--- src/sv/ssw_pkg.sv ---
package ssw_pkg;

  localparam int NumW      = 16;
  localparam int ValW      = 14;
  localparam int QuotW     = 10;
  localparam int DigitW    = 4;
  localparam int PosW      = 2;
  localparam int FrameW    = 16;
  localparam int BitCntW   = 4;
  localparam int RecipW    = 16;
  localparam int RecipSh   = 19;
  localparam int ProdW     = ValW + RecipW;

  localparam logic [NumW-1:0]   NUM_MAX    = 16'd9999;
  localparam logic [RecipW-1:0] RECIP_10   = 16'd52429;
  localparam logic [PosW-1:0]   POS_UNITS  = 2'd3;
  localparam logic [BitCntW-1:0] BIT_LAST  = 4'd15;

  typedef logic [ValW-1:0]   val_t;
  typedef logic [QuotW-1:0]  quot_t;
  typedef logic [DigitW-1:0] digit_t;
  typedef logic [PosW-1:0]   pos_t;

  // one frame handed from the sequencer to the shifter
  typedef struct packed {
    logic              load;
    logic [FrameW-1:0] bits;
    pos_t              pos;
    logic              last;
  } ssw_frame_t;

  // active-low segment pattern
  function automatic logic [7:0] seg_of(input digit_t d);
    logic [7:0] s;
    unique case (d)
      4'd0:    s = 8'hC0;
      4'd1:    s = 8'hF9;
      4'd2:    s = 8'hA4;
      4'd3:    s = 8'hB0;
      4'd4:    s = 8'h99;
      4'd5:    s = 8'h92;
      4'd6:    s = 8'h82;
      4'd7:    s = 8'hF8;
      4'd8:    s = 8'h80;
      4'd9:    s = 8'h90;
      default: s = 8'hFF;
    endcase
    return s;
  endfunction

  // digit select byte
  function automatic logic [7:0] sel_of(input pos_t p);
    logic [7:0] s;
    unique case (p)
      2'd0:    s = 8'hF1;
      2'd1:    s = 8'hF2;
      2'd2:    s = 8'hF4;
      default: s = 8'hF8;
    endcase
    return s;
  endfunction

endpackage

--- src/sv/ssw_div10.sv ---
module ssw_div10 (
  input  logic             clk,
  input  ssw_pkg::val_t    val,
  output ssw_pkg::quot_t   quot_r,
  output ssw_pkg::digit_t  digit_r
);
  import ssw_pkg::*;

  logic [ProdW-1:0] prod;
  quot_t            quot_nxt;
  logic [ValW-1:0]  times10;
  logic [ValW-1:0]  rem;

  // reciprocal multiply, exact for values below 10000
  assign prod     = ProdW'(val) * ProdW'(RECIP_10);
  assign quot_nxt = prod[RecipSh +: QuotW];
  assign times10  = (ValW'(quot_nxt) << 3) + (ValW'(quot_nxt) << 1);
  assign rem      = val - times10;

  always_ff @(posedge clk) begin
    quot_r  <= quot_nxt;
    digit_r <= rem[DigitW-1:0];
  end

endmodule

--- src/sv/ssw_shifter.sv ---
module ssw_shifter (
  input  logic                clk,
  input  logic                rst_n,
  input  ssw_pkg::ssw_frame_t frame,
  output logic                busy,
  output logic                out_tvalid,
  input  logic                out_tready,
  output logic [7:0]          out_tdata,   // [0] serial_bit, [7:1] zero
  output logic [2:0]          out_tuser,   // [0] latch_after, [2:1] digit_position
  output logic                out_tlast    // last_bit
);
  import ssw_pkg::*;

  logic [FrameW-1:0]  sh_r;
  logic [BitCntW-1:0] cnt_r;
  logic               busy_r;
  pos_t               pos_r;
  logic               last_r;
  logic               frame_end;

  assign frame_end  = (cnt_r == BIT_LAST);
  assign busy       = busy_r;
  assign out_tvalid = busy_r;
  assign out_tdata  = {7'd0, sh_r[FrameW-1]};
  assign out_tuser  = {pos_r, frame_end};
  assign out_tlast  = last_r & frame_end;

  always_ff @(posedge clk) begin
    if (!rst_n) begin
      busy_r <= 1'b0;
      cnt_r  <= '0;
    end else if (!busy_r) begin
      if (frame.load) begin
        busy_r <= 1'b1;
        cnt_r  <= '0;
      end
    end else if (out_tready) begin
      cnt_r <= cnt_r + 1'b1;
      if (frame_end) begin
        busy_r <= 1'b0;
      end
    end
  end

  always_ff @(posedge clk) begin
    if (!busy_r && frame.load) begin
      sh_r   <= frame.bits;
      pos_r  <= frame.pos;
      last_r <= frame.last;
    end else if (busy_r && out_tready) begin
      sh_r <= {sh_r[FrameW-2:0], 1'b0};
    end
  end

endmodule

--- src/sv/seven_segment_shift_writer.sv ---
// accepts one number when idle; 0..9999 gives one 16-bit frame per digit, units first,
// one bit per cycle on the result channel while out_tready is high, leading zeros suppressed
// the first bit is valid once the number is registered, divided and loaded into the shifter;
// each digit shifts out its 16 frame bits, then the sequencer hands over the next frame;
// ready again once the last frame is sent; out-of-range numbers are dropped, ready next cycle
// synchronous active-low reset returns the sequencer to idle and empties the shifter
module seven_segment_shift_writer (
  input  logic        clk,
  input  logic        rst_n,
  input  logic        in_tvalid,
  output logic        in_tready,
  input  logic [15:0] in_tdata,    // [15:0] number (signed)
  output logic        out_tvalid,
  input  logic        out_tready,
  output logic [7:0]  out_tdata,   // [0] serial_bit, [7:1] zero
  output logic [2:0]  out_tuser,   // [0] latch_after, [2:1] digit_position
  output logic        out_tlast    // last_bit
);
  import ssw_pkg::*;

  localparam logic [1:0] S_IDLE = 2'd0;
  localparam logic [1:0] S_DIV  = 2'd1;
  localparam logic [1:0] S_LOAD = 2'd2;
  localparam logic [1:0] S_SEND = 2'd3;

  logic [1:0]  state_r, state_nxt;
  val_t        val_r, val_nxt;
  pos_t        pos_r, pos_nxt;
  logic        last_r, last_nxt;
  quot_t       quot;
  digit_t      digit;
  ssw_frame_t  frame;
  logic        busy;
  logic        in_range;
  logic        accept;

  assign in_tready = (state_r == S_IDLE);
  assign accept    = in_tvalid & in_tready;
  assign in_range  = !in_tdata[NumW-1] && (in_tdata <= NUM_MAX);

  ssw_div10 u_div (
    .clk     (clk),
    .val     (val_r),
    .quot_r  (quot),
    .digit_r (digit)
  );

  always_comb begin
    frame.load = (state_r == S_LOAD);
    frame.bits = {seg_of(digit), sel_of(pos_r)};
    frame.pos  = pos_r;
    frame.last = (quot == '0);
  end

  ssw_shifter u_shift (
    .clk        (clk),
    .rst_n      (rst_n),
    .frame      (frame),
    .busy       (busy),
    .out_tvalid (out_tvalid),
    .out_tready (out_tready),
    .out_tdata  (out_tdata),
    .out_tuser  (out_tuser),
    .out_tlast  (out_tlast)
  );

  always_comb begin
    state_nxt = state_r;
    val_nxt   = val_r;
    pos_nxt   = pos_r;
    last_nxt  = last_r;
    unique case (state_r)
      S_IDLE: begin
        if (accept && in_range) begin
          val_nxt   = in_tdata[ValW-1:0];
          pos_nxt   = POS_UNITS;
          state_nxt = S_DIV;
        end
      end
      S_DIV: begin
        state_nxt = S_LOAD;
      end
      S_LOAD: begin
        // quotient feeds the next digit while this frame shifts out
        val_nxt   = ValW'(quot);
        last_nxt  = (quot == '0);
        state_nxt = S_SEND;
      end
      S_SEND: begin
        if (!busy) begin
          if (last_r) begin
            state_nxt = S_IDLE;
          end else begin
            pos_nxt   = pos_r - 1'b1;
            state_nxt = S_LOAD;
          end
        end
      end
      default: state_nxt = S_IDLE;
    endcase
  end

  always_ff @(posedge clk) begin
    if (!rst_n) begin
      state_r <= S_IDLE;
    end else begin
      state_r <= state_nxt;
    end
  end

  always_ff @(posedge clk) begin
    val_r  <= val_nxt;
    pos_r  <= pos_nxt;
    last_r <= last_nxt;
  end

endmodule
--- config.mk ---
export PLATFORM = sky130hd
export DESIGN_NAME = seven_segment_shift_writer
export DESIGN_NICKNAME = d
export VERILOG_FILES = /design/src/sv/ssw_pkg.sv /design/src/sv/ssw_div10.sv /design/src/sv/ssw_shifter.sv /design/src/sv/seven_segment_shift_writer.sv
export SDC_FILE = /design/constraint.sdc
export NUM_CORES = 1
export LEC_CHECK = 0
export CAP_MARGIN = 5
export CORE_MARGIN = 2
export CORE_UTILIZATION = 45
export CTS_CLUSTER_SIZE = 10
export DETAILED_ROUTE_END_ITERATION = 7
export DONT_BUFFER_PORTS = 1
export PLACE_DENSITY = 0.71
export SLEW_MARGIN = 5
export SYNTH_ARGS = -nofsm -noshare
export SYNTH_HDL_FRONTEND = slang
export SYNTH_SLANG_ARGS = --single-unit
--- constraint.sdc ---
create_clock -name clk -period 7.8 [get_ports clk]
set_clock_uncertainty 0.2 [all_clocks]
set_input_delay 2.34 -clock clk [delete_from_list [all_inputs] [get_ports clk]]
set_output_delay 2.34 -clock clk [all_outputs]
set_load 0.05 [all_outputs]
==> impl_metrics.tcl, run 1 <==
set metrics [dict create \
    grt_max_degree 21 \
    netlist.top_cell.by_area "ha_1" \
    cpMostUsedCell "inv_1" \
    wire_per_inst_um 15.4 \
    cp_top_family "adder cells" \
    yosys-top-cells-area "ha_1, edfxtp_1, fa_1" \
    num-nets-final 720 \
    remaining_drc_errors 0 \
    dp_hpwl_mm 9.04 \
    synthTopCellsByCount "ha_1, inv_1, fa_1" \
    clockBufferDepth 2 \
    cp-end-kind "flop" \
    insertion_delay_ns 0.34 \
    tns_ns 0 \
    n_fill_cell 1122 \
    ys_seq_area_share_pct 27.3 \
    synth_most_common_cell "ha_1" \
    holdBufCountCts 0 \
    yosysUniqueCellTypes 45 \
    drtIter0Drc 175 \
    ys.flop_type "edfxtp_1" \
    die_width_um 117 \
    hold_violations 0 \
    cts-root-buf "clkbuf_16" \
    diodes 0 \
    critPathArrivalTime_ns 6.76 \
    clk_pin_slew_ns 0.06 \
    io_pins 34 \
    drtPass1Iterations 5 \
    start_util_pct 45.7 \
    synth-warning-count 0 \
    grt_setup_unrepaired "false" \
    grt_pass1_vias 3945 \
    fmax_mhz 148 \
    fp.dieH_um 117 \
    max-cap-violations 0 \
    synth_top_area_share_pct 24.7 \
    slew_headroom_pct 29.3 \
    grtUsageTotal_pct 18.3 \
    slowest_delay_ns 0.58 \
    placed_cell_area_sq_um 5870 \
    grt_first_pass_wirelength_mm 19.1 \
    setup.worst_path.start_class "flop" \
    antenna_found_initial 0 \
    antenna_left 0 \
    numClockSinks 60 \
    rows 41 \
    synth_edf_count 36 \
    dieArea_sq_um 13600 \
    synth_async_sr_flop_share_pct 0 \
    grt_overflow_total 0 \
    syn-mean-instance-area_sq_um 10.8 \
    run_status "finished, final reports clean" \
    viasPerCell 5.01 \
    finalCritPeriodShare_pct 86.8 \
    post-cts-setup-buffer-count 0 \
    finalMaxSlewViolations 0 \
    slowest_stage "fa_1" \
    required_ns 7.80 \
    setup_viol 0 \
    htreeDepth 3 \
    cts_made_buffers 9 \
    cts-resized-gates 0 \
    path_buf_inv 7 \
    regArea_sq_um 1560 \
    syn_to_final_growth_pct 8.21 \
    cp_max_fo 11 \
    fp.coreArea_sq_um 12500 \
    netlist_instances 530 \
    wl_mm 11.0 \
    netlist_area_sq_um 5720 \
    crit_type "flop to flop" \
    tightest_slew_ns 1.06 \
    port_buffers 0 \
    cts_tree "done" \
    hold_class "flop to flop" \
    place.gp.congestion 0.914 \
    path_cells "inv_1 -> ha_1 -> inv_1 -> fa_1 -> inv_1 -> fa_1 -> fa_1 -> inv_1 -> fa_1 -> inv_1 -> fa_1 -> inv_1 -> ha_1 -> nand4_1 -> nor3_1 -> o41ai_2 -> a21boi_2 -> nor2_1 -> xnor2_1 -> ha_1 -> xor2_1 -> inv_1 -> nor2_1 -> mux2i_1" \
    stdcell_area_sq_um 6180 \
    ys_ff_latch 60 \
    num_vias 3554 \
    period_needed_ns 6.77 \
    layout-drive-gt1-share_pct 7.99 \
    multiInputGateArea_sq_um 3710 \
]
layout make-up:
cell class / instances / share of cell area, %
clock buffers: 10 / 3.70
clock inverters: 6 / 1.44
inverters: 100 / 6.07
multi-input cells: 361 / 59.9
flip-flops and latches: 60 / 25.2
well taps: 172 / 3.48
repair buffers: 1 / 0.121
final timing paths:
kind,start,endpoint,slack (ns),depth (start not counted)
worst min register to register,last_r,state_r[1],0.29,1
worst max-delay path,val_r[12],frame[16],1.03,24
worst max register to register,val_r[12],frame[16],1.03,24
worst min-delay path,last_r,state_r[1],0.29,1
flip-flops by register name, summed over array words and instances, names as in the netlist:
register        count
u_shift.pos_r       2
u_shift.last_r      1
frame               7
val_r              14
u_div.quot_r       10
u_shift.busy        1
state_r             2
u_shift.cnt_r       4
u_shift.sh_r       16
pos_r               2
last_r              1
routing by layer:
metal  vias up  GRT usage, %  wire length, um
met1      1730          23.0             4970
met5         -             0                0
li1       1750             -                -
met3        12          3.68              338
met4         0          6.04              208
met2        62          31.5             5450
cell families (layout without fill, tap and decap cells):
| group | Yosys count | after routing | share of synthesized area, % |
|---|---|---|---|
| AO/OA/AOI/OAI | 45 | 45 | 5.63 |
| flip-flops | 60 | 60 | 27.3 |
| multiplexers | 16 | 16 | 3.11 |
| XOR/XNOR | 16 | 16 | 2.71 |
| buffers and inverters | 115 | 117 | 8.21 |
| AND/OR/NAND/NOR | 110 | 110 | 9.30 |
| other | 1 | 7 | 0.0656 |
| adder cells (fa/ha/maj) | 167 | 167 | 43.7 |
metrics by stage:
step                hold slack (ns)  setup slack [ns]  util (%)  std cells
detailed placement            0.291              1.02      46.9        694
CTS                           0.291              1.00      49.4        710
floorplan                     0.253              1.49         -        536
finish                        0.294              1.03      49.4        710
global placement              0.264              1.27      46.9        694
global route                  0.319             0.458      49.4        710
cell usage in the layout (no fill, tap or decap), types with 3 or more instances in the layout:
cell type / n
nor2_1: 13
nand3_1: 9
xor2_1: 4
nor3_1: 4
and3_1: 3
nand2_1: 47
and2_1: 8
conb_1: 7
xnor2_1: 10
o21ai_0: 9
ha_1: 113
dfxtp_1: 24
nand4_1: 3
clkbuf_16: 9
inv_1: 100
a211oi_1: 5
a21oi_1: 15
mux2i_1: 5
nor4_1: 3
edfxtp_1: 36
fa_1: 54
or2_2: 8
mux2_2: 10
Power of run 1 is left out: the tool's default activity adds up to more than one toggle a clock period on the data nets, which glitch-free logic cannot reach.
==> run 2, diff against run 1 <==
--- a/config.mk
+++ b/config.mk
@@ -15,4 +15,5 @@
 export SLEW_MARGIN = 5
 export SYNTH_ARGS = -nofsm -noshare
 export SYNTH_HDL_FRONTEND = slang
+export SYNTH_HIERARCHICAL = 1
 export SYNTH_SLANG_ARGS = --single-unit
==> impl_metrics.tcl, run 2 <==
set metrics [dict create \
    run_status "finished, final reports clean" \
    synth-warning-count 6 \
    setup_viol 0 \
    cellPowerDensity_nw_per_um2 391 \
    required_ns 7.80 \
    grt_overflow_total 0 \
    fp.coreArea_sq_um 13100 \
    largest_reg_flops 16 \
    yosysUniqueCellTypes 69 \
    synth_simple_gate_area_share_pct 8.46 \
    post-cts-setup-buffer-count 0 \
    antenna_left 0 \
    hold_class "flop to flop" \
    numClockSinks 57 \
    clockBufferDepth 2 \
    netlist.top_cell.by_area "ha_1" \
    synth-xor-area-share_pct 2.63 \
    synth_async_sr_flop_share_pct 0 \
    p_seq_share_pct 17.7 \
    cp_max_fo 5 \
    max-cap-violations 0 \
    syn-mean-instance-area_sq_um 11.3 \
    tns_ns 0 \
    die_width_um 119 \
    synthTopCellsByCount "ha_1, inv_1, fa_1" \
    finalMaxSlewViolations 0 \
    r2r_start "val_r[13]" \
    n_fill_cell 1173 \
    fmax_mhz 150 \
    grtUsageTotal_pct 16.8 \
    switching_share_pct 43.3 \
    cts-root-buf "clkbuf_16" \
    ir_worst_vdd_mv 0.340 \
    cp_top_family "adder cells" \
    synth_compound_area_share_pct 7.96 \
    whs_path_depth 1 \
    finalCritPeriodShare_pct 85.5 \
    pre_cts_slack_ns 1.13 \
    place.gp.congestion 0.892 \
    ys_seq_area_share_pct 25.1 \
    path_cells "ha_1 -> inv_1 -> fa_1 -> inv_1 -> fa_1 -> fa_1 -> inv_1 -> fa_1 -> inv_1 -> fa_1 -> inv_1 -> ha_1 -> nand2_1 -> a2111oi_1 -> o21ai_2 -> a21boi_1 -> nor2_1 -> ha_1 -> xnor2_1 -> or3b_2 -> a22o_1 -> o211a_1 -> xnor2_1" \
    yosys-top-cells-area "ha_1, edfxtp_1, fa_1" \
    clkPwrFrac_pct 15.4 \
    ys_ff_latch 57 \
    slew_headroom_pct 33.2 \
    crit_type "flop to flop" \
    regMostFlops "u_shift/sh_r" \
    leakage_nw 3.05 \
    wl_mm 11.1 \
    dieArea_sq_um 14200 \
    htreeDepth 3 \
    diodes 0 \
    syn_to_final_growth_pct 6.94 \
    synthAdderAreaFrac_pct 41.5 \
    rows 42 \
    cts_made_buffers 9 \
    cp-end-kind "flop" \
    grt_setup_unrepaired "false" \
    antenna_found_initial 0 \
    fp.dieH_um 119 \
    holdBufCountCts 0 \
    start_util_pct 45.6 \
    reg2reg_to "u_div/digit_r[3]" \
    num-nets-final 722 \
    setup.worst_path.start_class "flop" \
    p_sw_mw 1.09 \
    fin_ws_ns 1.13 \
    drtIter0Drc 169 \
    r2r_slack_ns 1.13 \
    hold_violations 0 \
    wire_per_inst_um 15.4 \
    dp_hpwl_mm 9.28 \
    pwr-share-comb_pct 67.0 \
    hold_path_end "state_r[1]" \
    cts_tree "done" \
    worstHoldStart "last_r" \
    grt_max_degree 23 \
    drtPass1Iterations 4 \
    cts-resized-gates 0 \
    slowest_delay_ns 0.57 \
    tightest_slew_ns 0.998 \
    slowest_stage "fa_1" \
    ff2ff_path_depth 23 \
    path_buf_inv 5 \
    synth_top_area_share_pct 23.4 \
    intPower_mw 1.42 \
    netlist_instances 530 \
    layout_commonest_cell "ha_1" \
    synth_top_family_by_area "adder cells" \
    netlist_area_sq_um 5990 \
    period_needed_ns 6.67 \
    insertion_delay_ns 0.32 \
    viasPerCell 5.10 \
    ys.flop_type "edfxtp_1" \
    port_buffers 0 \
    num_vias 3656 \
    clk_pin_slew_ns 0.05 \
    synthMuxAreaShare_pct 5.87 \
    remaining_drc_errors 0 \
    top_regs "u_shift/sh_r (16), val_r (14), u_div/quot_r (10)" \
    grt_pass1_vias 3924 \
    layout-drive-gt1-share_pct 10.7 \
    synth_edf_count 36 \
    critPathArrivalTime_ns 6.68 \
    synth_most_common_cell "ha_1" \
    io_pins 34 \
    grt_first_pass_wirelength_mm 18.8 \
    final_cell_mix "ha_1, inv_1, fa_1, edfxtp_1, dfxtp_1" \
]
run 2: cell count changes in the layout (fill, tap and decap cells not counted), sizes merged, moves of 4 or more:
cell / previous run / this run
a2111oi: 0 / 4
nor2: 13 / 20
mux2i: 5 / 1
nand2: 47 / 7
conb: 7 / 12
nor2b: 2 / 6
o21ai: 9 / 14
mux2: 11 / 25
a21o: 0 / 4
inv: 100 / 94
run 2: cell type report:
class | count | area (sq um) | area share (%)
clock buffer | 13 | 250 | 3.91
timing repair buffer | 2 | 15.0 | 0.235
inverter | 94 | 353 | 5.51
tap | 176 | 220 | 3.44
clock inverter | 3 | 42.5 | 0.664
sequential | 57 | 1500 | 23.5
multi-input combinational | 372 | 4020 | 62.8
run 2: cell families after synthesis:
logic type               count (synthesis)
XOR/XNOR                                18
AND/OR/NAND/NOR                         85
AO/OA/AOI/OAI                           65
flip-flops                              57
multiplexers                            26
other                                    2
buffers and inverters                  111
adder cells (fa/ha/maj)                166
run 2: metrics by stage:
stage | hold WS (ns) | total power [mW] | cell area (sq um) | util [%] | instances
floorplan | 0.271 | 1.79 | 6020 | - | 540
finish | 0.305 | 2.51 | 6400 | 48.7 | 717
global route | 0.330 | 2.78 | 6400 | 48.7 | 717
global placement | 0.282 | 2.06 | 6110 | 46.5 | 701
detailed placement | 0.294 | 2.11 | 6110 | 46.5 | 701
CTS | 0.300 | 2.52 | 6400 | 48.7 | 717
run 2: how the worst max path moves through the flow:
stage	startpoint	end	slack, ns	depth (start not counted)
after floorplan	val_r[12]	u_div/digit_r[3]	1.60	24
after global placement	val_r[12]	u_div/digit_r[3]	1.37	24
after detailed placement	val_r[13]	u_div/digit_r[3]	1.13	23
after CTS	val_r[13]	u_div/digit_r[3]	1.13	23
after global routing	val_r[13]	u_div/digit_r[3]	0.81	23
final	val_r[13]	u_div/digit_r[3]	1.13	23
run 2: routing by layer:
metal  track usage, %  vias to the layer above  share of wire [%]
met3             3.26                       13                3.1
met5                0                        -                  0
met1             21.1                     1769                 45
met4             6.40                        0                2.2
li1                 -                     1805                  -
met2             28.8                       69                 49
run 2: power groups by stage:
stage	sequential [mW]	combinational (mW)	clock, mW
floorplan	0.421	1.37	0
global placement	0.445	1.61	0
detailed placement	0.448	1.66	0
CTS	0.442	1.68	0.395
global route	0.448	1.93	0.403
finish	0.443	1.68	0.385
run 2: worst reg2reg max path: cells and delay by family, from the launching register on:
| family | cells | cell delay, ns |
|---|---|---|
| DFF | 1 | 0.45 |
| buffers and inverters | 5 | 0.31 |
| AOI/OAI and AO/OA | 5 | 1.26 |
| adders and majority gates | 8 | 3.43 |
| and+or+nand+nor | 3 | 0.64 |
| xor gates and xnor gates | 2 | 0.28 |
Note: power is estimated with default switching activity, not from simulation.
==> run 3, diff against run 2 <==
--- a/config.mk
+++ b/config.mk
@@ -11,6 +11,8 @@
 export CTS_CLUSTER_SIZE = 10
 export DETAILED_ROUTE_END_ITERATION = 7
 export DONT_BUFFER_PORTS = 1
+export HOLD_SLACK_MARGIN = 0.03
+export MAX_ROUTING_LAYER = met4
 export PLACE_DENSITY = 0.71
 export SLEW_MARGIN = 5
 export SYNTH_ARGS = -nofsm -noshare
==> impl_metrics.tcl, run 3 (same netlist as run 2, synthesis figures left out) <==
set metrics [dict create \
    run_status "finished, final reports clean" \
    viasPerCell 5.21 \
    slowest_delay_ns 0.57 \
    start_util_pct 45.6 \
    diodes 0 \
    setup.worst_path.start_class "flop" \
    slew_headroom_pct 32.9 \
    slowest_stage "fa_1" \
    htreeDepth 3 \
    path_buf_inv 6 \
    ff2ff_path_depth 24 \
    multiInputGateArea_sq_um 4020 \
    required_ns 7.81 \
    holdWs_ns 0.290 \
    pre_cts_slack_ns 1.07 \
    cp_max_fo 5 \
    worstHoldStart "last_r" \
    fp.dieH_um 119 \
    path_cells "inv_1 -> ha_1 -> inv_1 -> fa_1 -> inv_1 -> fa_1 -> fa_1 -> inv_1 -> fa_1 -> inv_1 -> fa_1 -> inv_1 -> ha_1 -> nand2_1 -> a2111oi_1 -> o21ai_2 -> a21boi_1 -> nor2_1 -> ha_1 -> xnor2_1 -> or3b_2 -> a22o_1 -> o211a_1 -> xnor2_1" \
    max-cap-violations 0 \
    n_fill_cell 1191 \
    layout-drive-gt1-share_pct 10.7 \
    placed_cell_area_sq_um 6110 \
    syn_to_final_growth_pct 6.85 \
    grt_first_pass_wirelength_mm 19.2 \
    regArea_sq_um 1500 \
    remaining_drc_errors 0 \
    die_width_um 119 \
    clk_pin_slew_ns 0.05 \
    r2r_slack_ns 1.08 \
    wl_mm 11.4 \
    cts-root-buf "clkbuf_16" \
    regMostFlops "u_shift/sh_r" \
    dieArea_sq_um 14200 \
    hold_path_end "state_r[1]" \
    r2r_start "val_r[12]" \
    antenna_found_initial 0 \
    tightest_slew_ns 1.00 \
    cp_top_family "adder cells" \
    whs_path_depth 1 \
    grt_setup_unrepaired "false" \
    num-nets-final 722 \
    rows 42 \
    drtIter0Drc 113 \
    finalMaxSlewViolations 0 \
    numClockSinks 57 \
    cts_made_buffers 9 \
    port_buffers 0 \
    dp_hpwl_mm 9.43 \
    fin_ws_ns 1.08 \
    largest_reg_flops 16 \
    fmax_mhz 149 \
    cts_tree "done" \
    wire_per_inst_um 15.9 \
    grtUsageTotal_pct 17.6 \
    stdcell_area_sq_um 6400 \
    grt_max_degree 23 \
    setup_viol 0 \
    hold_violations 0 \
    hold_class "flop to flop" \
    reg2reg_to "u_div/digit_r[3]" \
    place.gp.congestion 0.902 \
    leakage_nw 3.05 \
    holdBufCountCts 0 \
    antenna_left 0 \
    crit_type "flop to flop" \
    finalCritPeriodShare_pct 86.1 \
    cellPowerDensity_nw_per_um2 397 \
    clockBufferDepth 2 \
    drtPass1Iterations 5 \
    insertion_delay_ns 0.32 \
    post-cts-setup-buffer-count 0 \
    period_needed_ns 6.72 \
    grt_overflow_total 0 \
    final_cell_mix "ha_1, inv_1, fa_1, edfxtp_1, dfxtp_1" \
    critPathArrivalTime_ns 6.72 \
    layout_commonest_cell "ha_1" \
    cp-end-kind "flop" \
    ir_worst_vdd_mv 0.370 \
    tns_ns 0 \
    startpoint "val_r[12]" \
    io_pins 34 \
    num_vias 3734 \
    fp.coreArea_sq_um 13100 \
    cts-resized-gates 0 \
    grt_pass1_vias 3878 \
    top_regs "u_shift/sh_r (16), val_r (14), u_div/quot_r (10)" \
    cpMostUsedCell "inv_1" \
]
==> run 3: cell count changes in the layout (fill, tap and decap cells not counted), sizes merged <==
cell	previous run	this run
clkbuf	13	10
clkinv	1	4
==> run 3: worst max path at each step <==
| stage | slack, ns | to | cells after the start |
|---|---|---|---|
| final | 1.08 | u_div/digit_r[3] | 24 |
| after CTS | 1.08 | u_div/digit_r[3] | 24 |
| after detailed placement | 1.07 | u_div/digit_r[3] | 24 |
| after global placement | 1.35 | u_div/digit_r[3] | 24 |
| after floorplan | 1.60 | u_div/digit_r[3] | 24 |
| after global routing | 0.77 | u_div/digit_r[3] | 24 |
==> run 3: cell type report <==
class                      instances  share of cell area (%)
multi-input combinational        372                    62.8
timing repair buffer               2                   0.235
sequential                        57                    23.5
inverter                          94                    5.52
clock inverter                     6                   0.919
clock buffer                      10                    3.58
tap                              176                    3.44
==> run 3: routing by layer <==
| metal | wire, um | global-route usage [%] |
|---|---|---|
| met3 | 412 | 2.92 |
| met2 | 5730 | 30.1 |
| met1 | 5040 | 21.7 |
| met5 | 0 | - |
| met4 | 199 | 4.78 |
==> run 3: worst register-to-register path: cells and delay by family (launching register included) <==
family          cells  cell delay, ns
buf+inv             6            0.36
xor+xnor            2            0.29
flops               1            0.42
simple gates        3            0.65
fa+ha+maj           8            3.40
compound gates      5            1.27
==> run 3: power by group <==
part	leakage, nW	total [mW]	switching, mW	internal, mW
registers	0.499	0.443	0.0498	0.393
clock network	0.138	0.376	0.132	0.244
logic	2.41	1.72	0.938	0.780
==> run 3: per-stage QoR <==
stage / total power [mW] / util [%] / instances
2_1_floorplan: 1.79 / - / 540
3_3_place_gp: 2.06 / 46.5 / 701
3_5_place_dp: 2.13 / 46.5 / 701
5_1_grt: 2.79 / 48.7 / 717
6_report: 2.54 / 48.7 / 717
4_1_cts: 2.53 / 48.7 / 717
